## config.mk

```make
export PLATFORM = sky130hd
export DESIGN_NAME = sse_cell
export DESIGN_NICKNAME = d
export VERILOG_FILES = /design/src/rtl/core/sse_pkg.sv /design/src/rtl/core/sse_cell.sv
export SDC_FILE = /design/constraint.sdc
export NUM_CORES = 1
export LEC_CHECK = 0
export BUFFER_PORTS_ARGS = -buffer_cell sky130_fd_sc_hd__buf_2
export CAP_MARGIN = 25
export CELL_PAD_IN_SITES_DETAIL_PLACEMENT = 1
export CELL_PAD_IN_SITES_GLOBAL_PLACEMENT = 1
export CORE_ASPECT_RATIO = 1.4
export CORE_MARGIN = 2
export CORE_UTILIZATION = 38
export DETAILED_ROUTE_END_ITERATION = 7
export PLACE_DENSITY = 0.84
export RECOVER_POWER = 25
export SYNTH_ARGS = -nofsm -noshare
export SYNTH_HDL_FRONTEND = slang
export SYNTH_SLANG_ARGS = --single-unit
```

## constraint.sdc

```tcl
create_clock -name clk -period 4.3 [get_ports clk]
set_input_delay 0.86 -clock clk [delete_from_list [all_inputs] [get_ports clk]]
set_output_delay 0.86 -clock clk [all_outputs]
set_load 0.05 [all_outputs]
```

## src/rtl/core/sse_pkg.sv

```systemverilog
// ----------------------------------------------------------------------------
// sse_pkg: shared types and constants for the sorted sparse entry table
// Opcodes, status codes, sequencer states and the cell broadcast bundle.
// ----------------------------------------------------------------------------
`default_nettype none

package sse_pkg;

  localparam int ROW_W    = 10;
  localparam int COL_W    = 10;
  localparam int CFG_W    = 11;
  localparam int READ_W   = 32;
  localparam int STATUS_W = 2;
  localparam int COUNT_W  = 7;
  localparam int ADDR_W   = 3;
  localparam int PDATA_W  = 32;

  localparam logic [CFG_W-1:0] CFG_RESET = 11'd10;

  localparam logic OP_SET = 1'b0;
  localparam logic OP_GET = 1'b1;

  // register select is paddr[2]
  localparam logic REG_NUM_ROWS = 1'b0;
  localparam logic REG_NUM_COLS = 1'b1;

  typedef enum logic [STATUS_W-1:0] {
    ST_OK      = 2'd0,
    ST_UPDATED = 2'd1,
    ST_IGNORED = 2'd2,
    ST_FULL    = 2'd3
  } status_t;

  typedef enum logic [1:0] {
    S_IDLE,
    S_CMP,
    S_APPLY
  } state_t;

  // broadcast from the sequencer to every cell
  typedef struct packed {
    logic             cmp;
    logic             do_insert;
    logic             do_update;
    logic [ROW_W-1:0] row;
    logic [COL_W-1:0] col;
  } bcast_t;

endpackage

`default_nettype wire

```

## src/rtl/core/sse_cell.sv

```systemverilog
// ----------------------------------------------------------------------------
// sse_cell: one slot of the sorted entry chain
// Compares its key with the broadcast key, then shifts, loads or updates.
// ----------------------------------------------------------------------------
`default_nettype none

module sse_cell
  import sse_pkg::*;
#(
  parameter int IDX        = 0,
  parameter int CNT_W      = 7,
  parameter int VALUE_BITS = 32
) (
  input  wire                   clk,
  input  wire                   rst_n,
  input  wire bcast_t           bcast,
  input  wire [CNT_W-1:0]       count,
  input  wire [VALUE_BITS-1:0]  new_value,
  input  wire                   prev_after,
  input  wire [ROW_W-1:0]       prev_row,
  input  wire [COL_W-1:0]       prev_col,
  input  wire [VALUE_BITS-1:0]  prev_value,
  output logic                  after_r,
  output logic                  hit_r,
  output logic [VALUE_BITS-1:0] hit_value_r,
  output logic [ROW_W-1:0]      row_r,
  output logic [COL_W-1:0]      col_r,
  output logic [VALUE_BITS-1:0] value_r
);

  logic occupied;
  logic key_ge;
  logic key_eq;

  assign occupied = CNT_W'(IDX) < count;
  assign key_eq   = (row_r == bcast.row) && (col_r == bcast.col);
  assign key_ge   = (row_r > bcast.row) || ((row_r == bcast.row) && (col_r >= bcast.col));

  always_ff @(posedge clk) begin
    if (!rst_n) begin
      after_r <= 1'b0;
      hit_r   <= 1'b0;
    end else if (bcast.cmp) begin
      after_r <= !occupied || key_ge;
      hit_r   <= occupied && key_eq;
    end
  end

  always_ff @(posedge clk) begin
    if (bcast.cmp) begin
      hit_value_r <= (occupied && key_eq) ? value_r : '0;
    end
  end

  // insert: slots past the insert point take their left neighbour
  always_ff @(posedge clk) begin
    if (bcast.do_insert && after_r) begin
      if (prev_after) begin
        row_r   <= prev_row;
        col_r   <= prev_col;
        value_r <= prev_value;
      end else begin
        row_r   <= bcast.row;
        col_r   <= bcast.col;
        value_r <= new_value;
      end
    end else if (bcast.do_update && hit_r) begin
      value_r <= new_value;
    end
  end

endmodule

`default_nettype wire

```

==> flow_summary_export.csv <==
group,metric,value,unit
layout,postLayoutCellArea,0.00544,mm²
routing,post_drt_wl_per_cell,17.4,µm
job,drv_cap,2,
logic_synthesis,yosysWarnings,0,
clocking,path_clk_slew,0.06,ns
grt,grt_usage,0.199,
timing,finalSetupViolCount,0,
layout,final_cells,629,
clocking,cts_buffers,9,
timing,skew,0.00739,ns
grt,antenna_found_initial,0,
routing,final_antenna_net_count,0,
die,die_w,90.3,µm
power_and_ir_drop,power_density,391,mW/mm²
critical_path,start_kind,"input pin",
logic_synthesis,synth_top_cell_by_area,"edfxtp_1",
clocking,h-tree-depth,3,
grt,grt_pass1_vias,3371,
clocking,cts_sinks,86,
timing,tightest_slew,1.89,ns
logic_synthesis,synth_commonest_cells,"edfxtp_1 (84), mux2_2 (34), and2_1 (33), nand2_1 (21)",
routing,firstDrtPassIters,4,
routing,drt_iter0_drc,163,
critical_path,critPathSlowestCell,"clkbuf_1",
timing,clock.fmax,366,MHz
routing,drt_wl_total,11000,µm
logic_synthesis,syn_area,0.00396,mm²
layout,fin_util,0.531,
layout,n_antenna_cell,0,
clocking,ctsResizeCount,0,
logic_synthesis,synth.most_common_cell,"edfxtp_1",
die,rows,44,
timing,rsz0062_at_grt,"no",
routing,drc,0,
clocking,cts-root-buf,"clkbuf_16",
grt,grt-ovfl-total,0,
timing,finalHoldViolCount,0,
place,postPlaceCellArea,0.00511,mm²
clocking,insertion_delay,0.34,ns
layout,drive_above_1_share,0.517,
die,die_h,125,µm
logic_synthesis,synthTopCellsByArea,"edfxtp_1 (64%), mux2_2 (9.7%), ha_1 (6.3%), and2_1 (5.2%), o21ai_0 (2.5%)",
logic_synthesis,postSynthAreaPerCell,14.1,µm²
logic_synthesis,post-synth-top-area-fraction,0.636,
run_status,violations,"capacitance limit, slew limit",
place,gp_congestion,0.816,
clocking,ctsHoldBuffers,0,
die,core-area,0.0102,mm²
logic_synthesis,synth_seq_cells,86,
place,io_buffers,202,
logic_synthesis,synth_ff_type,"edfxtp_1",
grt,grt_start_max_net_pins,40,
logic_synthesis,ys_types,28,
min_path,min_path_type,"reg2reg",
layout,syn_to_final_growth,37.2,%
place,post-place-cells,614,
critical_path,cp_slowest_stage_delay,0.96,ns
clocking,cts_tree,"done",
logic_synthesis,synth_edf_count,84,
critical_path,crit_buf_inv,3,
grt,grt_pass1_wl,17100,µm
logic_synthesis,syn_inst,281,
clocking,post_cts_buffers,0,
routing,vias,3051,
run_status,status,"complete, but fails checks",
critical_path,cp.arrival,2.81,ns
critical_path,crit_type,"in2reg",
critical_path,cp_max_fo,32,
clocking,cts_buffer_depth,2,
routing,viasPerCell,4.85,
layout,nets,624,
power_and_ir_drop,peakVddDrop,0.000230,V
critical_path,critPathCaptureType,"flip-flop",
critical_path,cpLargestDelayFamily,"buffers and inverters",
critical_path,path_cells,"buf_2 -> and2_0 -> clkbuf_1 -> nand2_1 -> buf_4 -> mux2_2",
timing,slew_viol_final,77,
place,place_hpwl,8500,µm
die,num_io_pins,203,
power_and_ir_drop,p_leak,2.48,nW
power_and_ir_drop,power,2.12,mW
timing,tns,0,ns
die,initial_core_util,0.387,
logic_synthesis,async_flop_share,0,
timing,min_period,2.74,ns
critical_path,crit_required,4.38,ns
die,die_area,0.0113,mm²
logic_synthesis,syn_nets,418,
timing,slew_headroom,-0.263,
timing,fin_crit_sh,0.636,
logic_synthesis,synth-seq-area-share,0.646,
==> report_power, final <==
group	leakage [nW]	internal, mW	switching, mW
clock network	0.161	0.564	0.313
logic	1.50	0.0961	0.184
registers	0.824	0.955	0.0120
total	2.48	1.62	0.509
==> registers in the layout (all words and copies together), names as in the netlist <==
name and cells:
after_r 1, value_r 32, row_r 10, hit_r 1, hit_value_r 32, col_r 10
==> cell usage in the layout, fill, tap and decap left out, drive strengths merged <==
master,instances
a21bo,1
a21oi,7
o22ai,1
nand3b,1
bufinv,3
edfxtp,84
a31o,1
buf,202
nor3,3
nor2,2
nand4,4
inv,20
nand2b,2
nor4,2
ha,20
o21ai,20
a211o,1
dfxtp,2
a21o,5
clkinvlp,1
a211oi,1
mux2,34
nand3,3
clkinv,2
a31oi,1
and4,2
and2,33
nand2,21
clkbuf,12
==> through the flow <==
stage | hold WS, ns | setup WS [ns]
after global placement | 0.488 | 1.35
final | 0.499 | 1.56
after floorplan | 0.714 | 1.72
after detailed placement | 0.491 | 1.26
after CTS | 0.505 | 1.60
after global routing | 0.522 | 1.35
==> cells by family after synthesis <==
family	share of synthesized area
AO/OA/AOI/OAI	0.0556
adder cells (fa/ha/maj)	0.0631
buffers and inverters	0.0350
flip-flops	0.646
multiplexers	0.0966
AND/OR/NAND/NOR	0.103
==> metal layers <==
metal / track usage / share of wire
met1: 0.204 / 0.35
met2: 0.368 / 0.56
met3: 0.0581 / 0.064
met4: 0.0878 / 0.028
met5: 0 / 0
==> worst register-to-register path, stage by stage, from the launching register on <==
cell and delay [ns]:
dfxtp_1 0.40, and2_0 0.15, clkbuf_1 0.96, nand2_1 0.12, buf_4 0.33, mux2_2 0.35
==> layout make-up <==
type	instances	area [µm²]
fill	1147	4800
sequential	86	2560
multi-input combinational	165	1260
timing repair buffer	205	1030
clock buffer	9	225
tap	138	173
clock inverter	6	111
inverter	20	75.1
==> final timing paths <==
path | from | to | slack, ns | cells after the start
max | bcast[21] | value_r[18] | 1.56 | 6
min | hit_r | hit_r | 0.50 | 2
max reg2reg | after_r | value_r[18] | 1.73 | 5
min reg2reg | hit_r | hit_r | 0.50 | 2
Power figures use the tool's default switching activity.
